$ cat config.mk
export PLATFORM = sky130hd
export DESIGN_NAME = tube_waveshaper_piecewise_cubic_top
export DESIGN_NICKNAME = d
export VERILOG_FILES = /design/src/rtl/twsc_pkg.sv /design/src/rtl/twsc_front.sv /design/src/rtl/twsc_fifo.sv /design/src/rtl/twsc_back.sv /design/src/rtl/tube_waveshaper_piecewise_cubic_top.sv
export SDC_FILE = /design/constraint.sdc
export NUM_CORES = 2
export LEC_CHECK = 0
export ABC_AREA = 1
export BUFFER_PORTS_ARGS = -buffer_cell sky130_fd_sc_hd__buf_2
export CAP_MARGIN = 20
export CORE_MARGIN = 5
export CORE_UTILIZATION = 30
export CTS_BUF_LIST = sky130_fd_sc_hd__clkbuf_16
export CTS_CLUSTER_DIAMETER = 40
export DETAILED_ROUTE_END_ITERATION = 10
export PLACE_DENSITY_LB_ADDON = 0.3
export SYNTH_ARGS = -nofsm -noshare
export SYNTH_HDL_FRONTEND = slang
export SYNTH_HIERARCHICAL = 1
export SYNTH_SLANG_ARGS = --single-unit
$ cat constraint.sdc
create_clock -name clk_i -period 9.67 [get_ports clk_i]
set_input_delay 1.4505 -clock clk_i [delete_from_list [all_inputs] [get_ports clk_i]]
set_output_delay 1.4505 -clock clk_i [all_outputs]
set_load 0.02 [all_outputs]
$ cat src/rtl/twsc_pkg.sv
// Package for the piecewise cubic tube waveshaper: widths, breakpoints,
// segment coefficients, transaction types and the Horner step helper.
// No dependencies.
`default_nettype none

package twsc_pkg;

  localparam int SAMPLE_BITS = 16;
  localparam int IN_FRAC     = SAMPLE_BITS - 3;
  localparam int OUT_FRAC    = SAMPLE_BITS - 1;
  localparam int COEF_FRAC   = 16;
  localparam int COEF_W      = 18;
  localparam int ACC_W       = 20;
  localparam int PROD_W      = ACC_W + SAMPLE_BITS;
  localparam int CMP_W       = SAMPLE_BITS + COEF_FRAC;
  localparam int OUT_W       = ACC_W + OUT_FRAC;
  localparam int NUM_BP      = 7;
  localparam int NUM_SEG     = 6;
  localparam int NUM_COEF    = 4;

  localparam int FIFO_DEPTH  = 4;
  localparam int FIFO_PTR_W  = $clog2(FIFO_DEPTH);
  localparam int CAPACITY    = FIFO_DEPTH + 5;
  localparam int OCC_W       = $clog2(CAPACITY + 1);

  localparam logic signed [COEF_W-1:0] BP [NUM_BP] = '{
    COEF_W'(-64447), COEF_W'(-33225), COEF_W'(-13605), COEF_W'(-139),
    COEF_W'(13134),  COEF_W'(32809),  COEF_W'(58957)
  };

  localparam logic signed [ACC_W-1:0] FLAT_LOW  = ACC_W'(-21380);
  localparam logic signed [ACC_W-1:0] FLAT_HIGH = ACC_W'(46019);

  localparam logic signed [COEF_W-1:0] COEF [NUM_SEG][NUM_COEF] = '{
    '{COEF_W'(5118),   COEF_W'(15100),  COEF_W'(19471), COEF_W'(-11968)},
    '{COEF_W'(27697),  COEF_W'(49441),  COEF_W'(36881), COEF_W'(-9026)},
    '{COEF_W'(-51460), COEF_W'(6994),   COEF_W'(41136), COEF_W'(-8731)},
    '{COEF_W'(-51460), COEF_W'(6923),   COEF_W'(41134), COEF_W'(-8573)},
    '{COEF_W'(-7115),  COEF_W'(8106),   COEF_W'(38763), COEF_W'(-8573)},
    '{COEF_W'(21544),  COEF_W'(-58144), COEF_W'(10845), COEF_W'(-20201)}
  };

  localparam logic signed [PROD_W-1:0] IN_HALF  = PROD_W'(64'sd1 <<< (IN_FRAC - 1));
  localparam logic signed [OUT_W-1:0]  OUT_HALF = OUT_W'(64'sd1 <<< (COEF_FRAC - 1));
  localparam logic signed [OUT_W-1:0]  SAT_MAX  =
    OUT_W'((64'sd1 <<< (SAMPLE_BITS - 1)) - 64'sd1);
  localparam logic signed [OUT_W-1:0]  SAT_MIN  = -SAT_MAX - OUT_W'(1);

  typedef enum logic [2:0] {
    CLS_SEG0 = 3'd0,
    CLS_SEG1 = 3'd1,
    CLS_SEG2 = 3'd2,
    CLS_SEG3 = 3'd3,
    CLS_SEG4 = 3'd4,
    CLS_SEG5 = 3'd5,
    CLS_LOW  = 3'd6,
    CLS_HIGH = 3'd7
  } cls_e;

  typedef struct packed {
    cls_e                          cls;
    logic signed [SAMPLE_BITS-1:0] sample;
  } item_t;

  typedef struct packed {
    logic  valid;
    item_t item;
  } fifo_port_t;

  function automatic logic signed [COEF_W-1:0] coef(cls_e c, logic [1:0] j);
    logic signed [COEF_W-1:0] res;
    case (c) inside
      CLS_LOW, CLS_HIGH: res = '0;
      default:           res = COEF[c][j];
    endcase
    return res;
  endfunction

  // One Horner step: round the product half upwards, rescale and add the coefficient.
  function automatic logic signed [ACC_W-1:0] horner_add(logic signed [PROD_W-1:0] p,
                                                         logic signed [COEF_W-1:0] c);
    logic signed [PROD_W-1:0] sum;
    logic signed [PROD_W-1:0] shd;
    sum = p + IN_HALF;
    shd = sum >>> IN_FRAC;
    return ACC_W'(shd) + ACC_W'(c);
  endfunction

endpackage

`default_nettype wire

$ cat src/rtl/twsc_front.sv
// Front end of the waveshaper: input register and breakpoint classifier.
// Depends on twsc_pkg; feeds the transaction queue.
`default_nettype none

module twsc_front (
  input  wire logic                                    clk_i,
  input  wire logic                                    rst_ni,
  input  wire logic                                    in_valid_i,
  output logic                                         in_stall_o,
  input  wire logic signed [twsc_pkg::SAMPLE_BITS-1:0] sample_in_i,
  input  wire logic                                    full_i,
  output twsc_pkg::fifo_port_t                         push_o
);

  logic                                    fv_q, fv_d;
  logic signed [twsc_pkg::SAMPLE_BITS-1:0] fs_q;
  logic                                    accept;
  logic                                    pushed;
  logic signed [twsc_pkg::CMP_W-1:0]       xs;
  twsc_pkg::cls_e                          cls;

  assign in_stall_o = fv_q && full_i;
  assign accept     = in_valid_i && !in_stall_o;
  assign pushed     = fv_q && !full_i;
  assign fv_d       = accept || (fv_q && !pushed);

  always_ff @(posedge clk_i or negedge rst_ni) begin
    if (!rst_ni) begin
      fv_q <= 1'b0;
    end else begin
      fv_q <= fv_d;
    end
  end

  always_ff @(posedge clk_i) begin
    if (accept) begin
      fs_q <= sample_in_i;
    end
  end

  always_comb begin
    xs = twsc_pkg::CMP_W'(fs_q) <<< twsc_pkg::COEF_FRAC;
    if (xs < (twsc_pkg::CMP_W'(twsc_pkg::BP[0]) <<< twsc_pkg::IN_FRAC)) begin
      cls = twsc_pkg::CLS_LOW;
    end else begin
      cls = twsc_pkg::CLS_HIGH;
      for (int k = twsc_pkg::NUM_BP - 1; k >= 1; k--) begin
        if (xs <= (twsc_pkg::CMP_W'(twsc_pkg::BP[k]) <<< twsc_pkg::IN_FRAC)) begin
          cls = twsc_pkg::cls_e'(3'(k - 1));
        end
      end
    end
  end

  assign push_o.valid       = pushed;
  assign push_o.item.cls    = cls;
  assign push_o.item.sample = fs_q;

endmodule

`default_nettype wire

$ cat src/rtl/twsc_fifo.sv
// Short transaction queue between the front end and the cubic evaluator.
// Depends on twsc_pkg.
`default_nettype none

module twsc_fifo (
  input  wire logic                 clk_i,
  input  wire logic                 rst_ni,
  input  wire twsc_pkg::fifo_port_t push_i,
  output logic                      full_o,
  input  wire logic                 pop_i,
  output twsc_pkg::fifo_port_t      head_o
);

  twsc_pkg::item_t                    mem_q [twsc_pkg::FIFO_DEPTH];
  logic [twsc_pkg::FIFO_PTR_W-1:0]    wr_ptr_q, rd_ptr_q;
  logic [twsc_pkg::FIFO_PTR_W:0]      cnt_q, cnt_d;
  logic                               do_push, do_pop, empty;

  assign full_o  = cnt_q == (twsc_pkg::FIFO_PTR_W + 1)'(twsc_pkg::FIFO_DEPTH);
  assign empty   = cnt_q == '0;
  assign do_push = push_i.valid && !full_o;
  assign do_pop  = pop_i && !empty;

  always_comb begin
    cnt_d = cnt_q;
    if (do_push && !do_pop) begin
      cnt_d = cnt_q + 1'b1;
    end else if (do_pop && !do_push) begin
      cnt_d = cnt_q - 1'b1;
    end
  end

  always_ff @(posedge clk_i or negedge rst_ni) begin
    if (!rst_ni) begin
      wr_ptr_q <= '0;
      rd_ptr_q <= '0;
      cnt_q    <= '0;
    end else begin
      cnt_q <= cnt_d;
      if (do_push) begin
        wr_ptr_q <= wr_ptr_q + 1'b1;
      end
      if (do_pop) begin
        rd_ptr_q <= rd_ptr_q + 1'b1;
      end
    end
  end

  always_ff @(posedge clk_i) begin
    if (do_push) begin
      mem_q[wr_ptr_q] <= push_i.item;
    end
  end

  assign head_o.valid = !empty;
  assign head_o.item  = mem_q[rd_ptr_q];

endmodule

`default_nettype wire

$ cat src/rtl/twsc_back.sv
// Back end of the waveshaper: three-stage Horner pipeline, output scaling,
// inversion, saturation and the output register. Depends on twsc_pkg.
`default_nettype none

module twsc_back (
  input  wire logic                                    clk_i,
  input  wire logic                                    rst_ni,
  input  wire logic                                    cfg_we_i,
  input  wire logic                                    cfg_wdata_i,
  input  wire twsc_pkg::fifo_port_t                    head_i,
  output logic                                         pop_o,
  output logic                                         out_valid_o,
  input  wire logic                                    out_stall_i,
  output logic signed [twsc_pkg::SAMPLE_BITS-1:0]      sample_out_o
);

  typedef struct packed {
    twsc_pkg::cls_e                          cls;
    logic signed [twsc_pkg::SAMPLE_BITS-1:0] x;
    logic signed [twsc_pkg::PROD_W-1:0]      p;
  } stage_t;

  logic                                    invert_q;
  logic                                    adv;
  logic                                    v1_q, v2_q, v3_q, ov_q;
  stage_t                                  s1_q, s2_q, s3_q;
  stage_t                                  s1_d, s2_d, s3_d;
  logic signed [twsc_pkg::SAMPLE_BITS-1:0] out_q, out_d;
  logic signed [twsc_pkg::ACC_W-1:0]       acc1, acc2, acc3, acc_f;
  logic signed [twsc_pkg::OUT_W-1:0]       sh, rnd, sgn, sat;

  assign adv   = !ov_q || !out_stall_i;
  assign pop_o = adv && head_i.valid;

  always_comb begin
    s1_d.cls = head_i.item.cls;
    s1_d.x   = head_i.item.sample;
    s1_d.p   = twsc_pkg::PROD_W'(twsc_pkg::coef(head_i.item.cls, 2'd0))
             * twsc_pkg::PROD_W'(head_i.item.sample);

    acc1     = twsc_pkg::horner_add(s1_q.p, twsc_pkg::coef(s1_q.cls, 2'd1));
    s2_d.cls = s1_q.cls;
    s2_d.x   = s1_q.x;
    s2_d.p   = twsc_pkg::PROD_W'(acc1) * twsc_pkg::PROD_W'(s1_q.x);

    acc2     = twsc_pkg::horner_add(s2_q.p, twsc_pkg::coef(s2_q.cls, 2'd2));
    s3_d.cls = s2_q.cls;
    s3_d.x   = s2_q.x;
    s3_d.p   = twsc_pkg::PROD_W'(acc2) * twsc_pkg::PROD_W'(s2_q.x);

    acc3 = twsc_pkg::horner_add(s3_q.p, twsc_pkg::coef(s3_q.cls, 2'd3));
    case (s3_q.cls) inside
      twsc_pkg::CLS_LOW:  acc_f = twsc_pkg::FLAT_LOW;
      twsc_pkg::CLS_HIGH: acc_f = twsc_pkg::FLAT_HIGH;
      default:            acc_f = acc3;
    endcase

    sh  = twsc_pkg::OUT_W'(acc_f) <<< twsc_pkg::OUT_FRAC;
    rnd = (sh + twsc_pkg::OUT_HALF) >>> twsc_pkg::COEF_FRAC;
    sgn = invert_q ? -rnd : rnd;
    if (sgn > twsc_pkg::SAT_MAX) begin
      sat = twsc_pkg::SAT_MAX;
    end else if (sgn < twsc_pkg::SAT_MIN) begin
      sat = twsc_pkg::SAT_MIN;
    end else begin
      sat = sgn;
    end
    out_d = sat[twsc_pkg::SAMPLE_BITS-1:0];
  end

  always_ff @(posedge clk_i or negedge rst_ni) begin
    if (!rst_ni) begin
      invert_q <= 1'b0;
      v1_q     <= 1'b0;
      v2_q     <= 1'b0;
      v3_q     <= 1'b0;
      ov_q     <= 1'b0;
    end else begin
      if (cfg_we_i) begin
        invert_q <= cfg_wdata_i;
      end
      if (adv) begin
        v1_q <= head_i.valid;
        v2_q <= v1_q;
        v3_q <= v2_q;
        ov_q <= v3_q;
      end
    end
  end

  always_ff @(posedge clk_i) begin
    if (adv) begin
      s1_q <= s1_d;
      s2_q <= s2_d;
      s3_q <= s3_d;
      if (v3_q) begin
        out_q <= out_d;
      end
    end
  end

  assign out_valid_o  = ov_q;
  assign sample_out_o = out_q;

endmodule

`default_nettype wire

$ cat src/rtl/tube_waveshaper_piecewise_cubic_top.sv
// Top level of the piecewise cubic tube waveshaper: front end, queue and back end.
// Transactions pass the input register, queue, Horner stages and output register.
// Throughput: one transaction per cycle, set by the Horner pipeline, if not stalled.
// A four-entry queue lets the front end keep accepting while the output is stalled.
// Reset clears all valid flags, the queue and the invert register; no clearing pass.
// Depends on twsc_pkg, twsc_front, twsc_fifo and twsc_back.
`default_nettype none

module tube_waveshaper_piecewise_cubic_top (
  input  wire logic                                    clk_i,
  input  wire logic                                    rst_ni,
  input  wire logic                                    cfg_we_i,
  input  wire logic                                    cfg_wdata_i,
  input  wire logic                                    in_valid_i,
  output logic                                         in_stall_o,
  input  wire logic signed [twsc_pkg::SAMPLE_BITS-1:0] sample_in_i,
  output logic                                         out_valid_o,
  input  wire logic                                    out_stall_i,
  output logic signed [twsc_pkg::SAMPLE_BITS-1:0]      sample_out_o
);

  twsc_pkg::fifo_port_t push, head;
  logic                 full, pop;

  twsc_front u_front (
    .clk_i       (clk_i),
    .rst_ni      (rst_ni),
    .in_valid_i  (in_valid_i),
    .in_stall_o  (in_stall_o),
    .sample_in_i (sample_in_i),
    .full_i      (full),
    .push_o      (push)
  );

  twsc_fifo u_fifo (
    .clk_i  (clk_i),
    .rst_ni (rst_ni),
    .push_i (push),
    .full_o (full),
    .pop_i  (pop),
    .head_o (head)
  );

  twsc_back u_back (
    .clk_i        (clk_i),
    .rst_ni       (rst_ni),
    .cfg_we_i     (cfg_we_i),
    .cfg_wdata_i  (cfg_wdata_i),
    .head_i       (head),
    .pop_o        (pop),
    .out_valid_o  (out_valid_o),
    .out_stall_i  (out_stall_i),
    .sample_out_o (sample_out_o)
  );

endmodule

`default_nettype wire

Word level (Yosys, flattened, before mapping)
Memory sizes are Yosys's and may differ from the RTL's.
Cells that the tools add are included.
Widths: inputs -> output; s select.
{ "word_totals": {"register_bits": 185, "ram_bits": 76, "mem_bits_ro": 2304, "word_cells": 118, "mem_count": 5} }
{ "classes": {"addsub": 12, "mul": 3, "magnitude_cmp": 13, "eq_ne": 9, "n_mux": 27, "bitwise_logic": 4, "n_reduce_logical": 26} }
{ "memory_table": {"columns": ["memory", "depth", "width", "rd", "rd_clocked_by_memory_dff", "write_ports", "line", "source"], "rows": [
  ["(name not given)", 8, 72, 1, 0, 0, "twsc_pkg.sv:74", "default: res = COEF[c][j];"],
  ["(name not given)", 8, 72, 1, 0, 0, "twsc_pkg.sv:74", null],
  ["(name not given)", 8, 72, 1, 0, 0, "twsc_pkg.sv:74", null],
  ["(name not given)", 8, 72, 1, 0, 0, "twsc_pkg.sv:74", null],
  ["u_fifo.mem_q", 4, 19, 1, 0, 1, "twsc_fifo.sv:14", "twsc_pkg::item_t mem_q [twsc_pkg::FIFO_DEPTH];"]
]} }
{ "op_table": {"columns": ["operator", "n"], "rows": [
  ["$mux 72", 2],
  ["$mux 18", 6],
  ["$mux 54", 2],
  ["$add 33x14->33 const B", 3],
  ["$le 32x30->1 const B", 3],
  ["$mux 36", 2],
  ["$mul 20x16->33", 2],
  ["$le 32x28->1 const B", 2],
  ["$add 20x18->20", 3],
  ["$mux 20", 2],
  ["$add 35x17->35 const B", 1],
  ["$gt 35x16->1 const B", 1],
  ["$lt 35x16->1 const B", 1],
  ["$mux 35", 1],
  ["$neg 19->35", 1],
  ["$mul 18x16->33", 1],
  ["$le 32x22->1 const B", 1],
  ["$lt 32x30->1 const B", 1],
  ["$eq 3x3->1 const B", 9],
  ["$mux 3", 7],
  ["$ge 4x4->1 const B", 4],
  ["$mux 16", 1],
  ["$not 3->4", 4],
  ["$logic_and 1x1->1", 9],
  ["11 further kinds", 25]
]} }

Logic depth before layout (Yosys ltp)
{ "depth": {"depth_word": 13, "depth_mapped": 45, "ltp_nobuf": 45} }

Modules after synthesis
The synthesis kept the hierarchy.
{ "modules_own_cells": {"columns": ["module", "n_inst", "cells_per_inst", "area_per_inst_um2", "seq_area_each_um2"], "rows": [
  ["twsc_back", 1, 4808, 40416.3, 3728.6],
  ["twsc_fifo", 1, 282, 3608.5, 2457.4],
  ["twsc_front", 1, 123, 972.2, 505.5]
]} }

Worst setup path before layout
Ideal clock, no wire load.
{ "synth_path": {"path_kind": "register -> register", "start": "register u_back/s2_q[53] (netlist bit)", "end": "register u_back/s3_q[31] (netlist bit), data pin", "t_arrival_ps": 8170, "required_ps": 9412, "slack_ps": 1242, "path_stages_with_launch": 41, "cell_sequence": "edfxtp_1 > inv_1 > ha_1 > nand2_1 > inv_1 > nor2_1 > ha_1 > nand2_1 > nand2_1 > o21ai_0 > o21ai_0 > nand3_1 > and2_1 > o21ai_0 > a21boi_0 > o21ai_0 > nand2_1 > a21oi_1 > [... 5 more ...] > inv_1 > fa_1 > inv_1 > fa_1 > fa_1 > fa_1 > inv_1 > fa_1 > inv_1 > ha_1 > nand2_1 > inv_1 > nand3_1 > or3_1 > o221ai_1 > nand2_1 > nand3_1 > xor2_1"} }
{ "synth_lines": {"columns": ["item", "line", "source"], "rows": [
  ["start, declared", "twsc_back.sv:26", "stage_t s1_q, s2_q, s3_q;"],
  ["start signal, assigned", "twsc_back.sv:94", "s2_q <= s2_d;"],
  ["end signal, assigned", "twsc_back.sv:95", "s3_q <= s3_d;"],
  ["end, declared", "twsc_back.sv:26", null]
]} }

==> metrics.cfg <==
[worst_setup_path]
cp_max_fo=8
crit_path_end_kind=flop
rr_worst_depth=39
critPathMaxStageDelay_ps=590
worstReg2RegEnd=u_back/s2_q[32]$_DFFE_PN_
reg2reg_from=u_back/s1_q[52]$_DFFE_PN_
crit_path_top_delay_cell=fa_1
crit_top_cell=inv_1
start_kind=flop
ff2ff_setup_slack_ps=630
cp.arrival_ps=9340
cp_data_required_time_ps=9970
criticalPathCategory=reg -> reg

[hold_path]
hold_path_depth=2
whs_endpoint=u_back/out_valid_o$_DFFE_PN0N_
hold_path.startpoint=u_back/v3_q$_DFFE_PN0N_
worstHoldPathType=reg -> reg

[detailed_routing]
detail_route.wl_per_cell_microns=16.0
viasPerCell=4.48
drt_wl_total_microns=117000
vias=32900
dr.pass1.iters=5
drcViolationCount=0
postRouteAntennaNets=0
drtIter0Drc=2041

[logic_synthesis]
ys_async_sr_fraction=0.0578
synth-compound-area-share=0.0443
postSynthAreaPerCell_sq_um=8.63
syn_inst=5213
synth.top_cells.by_area=fa_1 (39%), edfxtp_1 (14%), inv_1 (12%)
synth_top_family_by_area=adder cells
ys_seq_elements=225
netlist_top_cells_count=inv_1 (1393), nand2_1 (931), fa_1 (866)
synth-edff-count=212
synth_mux_area_frac=0.000250
ys_warn_count=6
synth_ff_type=edfxtp_1
synth-xor-area-share=0.0356
seq_area_frac_synth=0.149
synth-simple-area-share=0.166
yosys.area.top_type_share=0.385
ys_types=59
syn-num-nets=6427
netlist_area_sq_um=45000
synth.most_common_cell=inv_1
synth.largest_area_cell=fa_1
synth-adder-area-share=0.476

[die]
die_h_microns=397
start_util=0.301
num_rows=142
ios=40
die-area_sq_um=158000
die_w_microns=397
core_area_sq_um=149000

[timing]
hold_viol=0
slew_headroom=0.310
fin_hold_ws_ps=476
final_max_slew_viol_count=0
max_slew.worst_pin.slew_ps=1040
setup-tns-final_ps=0
finalCritPeriodShare=0.935
rsz0062_at_grt=false
setup_violations=0
period_minus_slack_ps=9040
max_freq_mhz=111
skew_ps=51.2

[clock_network]
cts.root.buffer_cell=clkbuf_16
htreeDepth=2
clockBufferDepth=3
numCtsBuffers=46
cts_tree=built
hold_buffers=0
cts.sinks=225
clk_pin_slew_ps=50
clk_latency_ps=600

[placed_design]
place_congestion=0.944
port_buffers=39
dp_hpwl_microns=99500

[run_status]
status=completed

[cells_and_area]
syn_to_final_growth_pct=10.1
final_nets=6503
fill_cells=15600
drive_gt1_frac=0.0723
seq_area_sq_um=6690
multi_input_area_sq_um=32500

[global_route]
grt_pass1_wl_microns=194000
grt_overflow=0
grt_max_degree=69
antenna_found_initial=0
grt_usage=0.154
first_global_vias=35700

[job]
max_cap_viol_count=0

registers in the layout, summed over array words and instances (netlist names):
signal               count
u_back/v1_q              1
u_back/invert_q          1
u_fifo/mem_q            76
u_back/sample_out_o     16
u_back/s2_q             40
u_front/fv_q             1
u_back/v3_q              1
u_back/s1_q             40
u_front/fs_q            16
u_fifo/wr_ptr_q          2
u_back/v2_q              1
u_back/out_valid_o       1
u_back/s3_q             24
u_fifo/cnt_q             3
u_fifo/rd_ptr_q          2
metrics by stage:
stage	setup WS (ps)	utilization	cell area, sq um	std cells
after global placement	115	0.321	47900	7252
final	629	0.332	49600	7341
after CTS	16.8	0.331	49500	7336
after global routing	0.769	0.332	49600	7340
after detailed placement	25.7	0.321	47900	7253
after floorplan	1240	-	45000	5213
metal layers:
metal  track usage  vias up  part of all wire
met5             0        -                 0
met4        0.0395        0             0.027
met3        0.0204      136             0.052
met2         0.268      740              0.48
met1         0.203    16500              0.44
li1              -    15600                 -
cell usage in the layout, fill, tap and decap left out, types with 5 or more instances in the layout:
master      instances
clkbuf_16          47
a21boi_0            5
nand3b_1            9
clkinvlp_4          8
o21ai_1            18
dfrtp_1            13
nor2_1            542
o21bai_1            9
xnor2_1            69
a21o_1             10
clkinv_1           19
a21oi_1           131
buf_4              93
xor2_1            113
nand2_4            17
buf_2              39
clkinv_4            5
edfxtp_1          212
o21a_1              9
o211ai_1           17
nand2_2            38
nor3_1             20
o211ai_2           29
nand3_2            14
inv_2              14
fa_1              863
inv_6               9
or2_2              18
nand4_1            34
nor2_2             16
inv_1            1395
ha_1              326
nand2_1           927
nand3_1           112
o21ai_0            56
nor2_4              7
worst max path at each step:
| stage | end | slack (ps) | depth (start not counted) | from |
|---|---|---|---|---|
| 5_1_grt | u_back/s3_q[32]$_DFFE_PN_ | 0.8 | 43 | u_back/s2_q[53]$_DFFE_PN_ |
| 6_report | u_back/s2_q[32]$_DFFE_PN_ | 630 | 39 | u_back/s1_q[52]$_DFFE_PN_ |
| 4_1_cts | u_back/s2_q[32]$_DFFE_PN_ | 20 | 39 | u_back/s1_q[52]$_DFFE_PN_ |
| 2_1_floorplan | u_back/s3_q[31]$_DFFE_PN_ | 1240 | 40 | u_back/s2_q[53]$_DFFE_PN_ |
| 3_3_place_gp | u_back/s2_q[32]$_DFFE_PN_ | 110 | 42 | u_back/s1_q[52]$_DFFE_PN_ |
| 3_5_place_dp | u_back/s2_q[32]$_DFFE_PN_ | 30 | 42 | u_back/s1_q[52]$_DFFE_PN_ |
worst max-delay path: cells and delay by family, from the launching register on:
kind	cells	cell delay, ps
adder cells (fa/ha/maj)	9	3860
AO/OA/AOI/OAI	10	1980
AND/OR/NAND/NOR	11	1380
buffers and inverters	9	970
flip-flops	1	530
kinds of logic (layout without fill, tap and decap cells):
kind of cell | count (synthesis) | in the layout
AND/OR/NAND/NOR | 1768 | 1768
buffers and inverters | 1529 | 1640
adder cells (fa/ha/maj) | 1192 | 1192
AO/OA/AOI/OAI | 315 | 315
flip-flops | 225 | 225
XOR/XNOR | 183 | 183
multiplexers | 1 | 1
other | 0 | 1
final cells by class:
class / count / share of cell area
Timing Repair Buffer: 132 / 0.0180
Inverter: 1425 / 0.108
Clock buffer: 47 / 0.0237
Multi-Input combinational cell: 3459 / 0.657
Antenna cell: 1 / 0.0000505
Sequential cell: 225 / 0.135
Clock inverter: 36 / 0.00760
Tap cell: 2016 / 0.0509
repair_timing:
action / in CTS / in global routing
endpoints found under the setup margin: 1 / 17
resized for setup: 1 / 23
endpoints found under the hold margin: 0 / 0
buffers inserted: 0 / 4
Power is not shown: default switching activity piles up to over one toggle a cycle in this logic, so the estimate is an artifact.
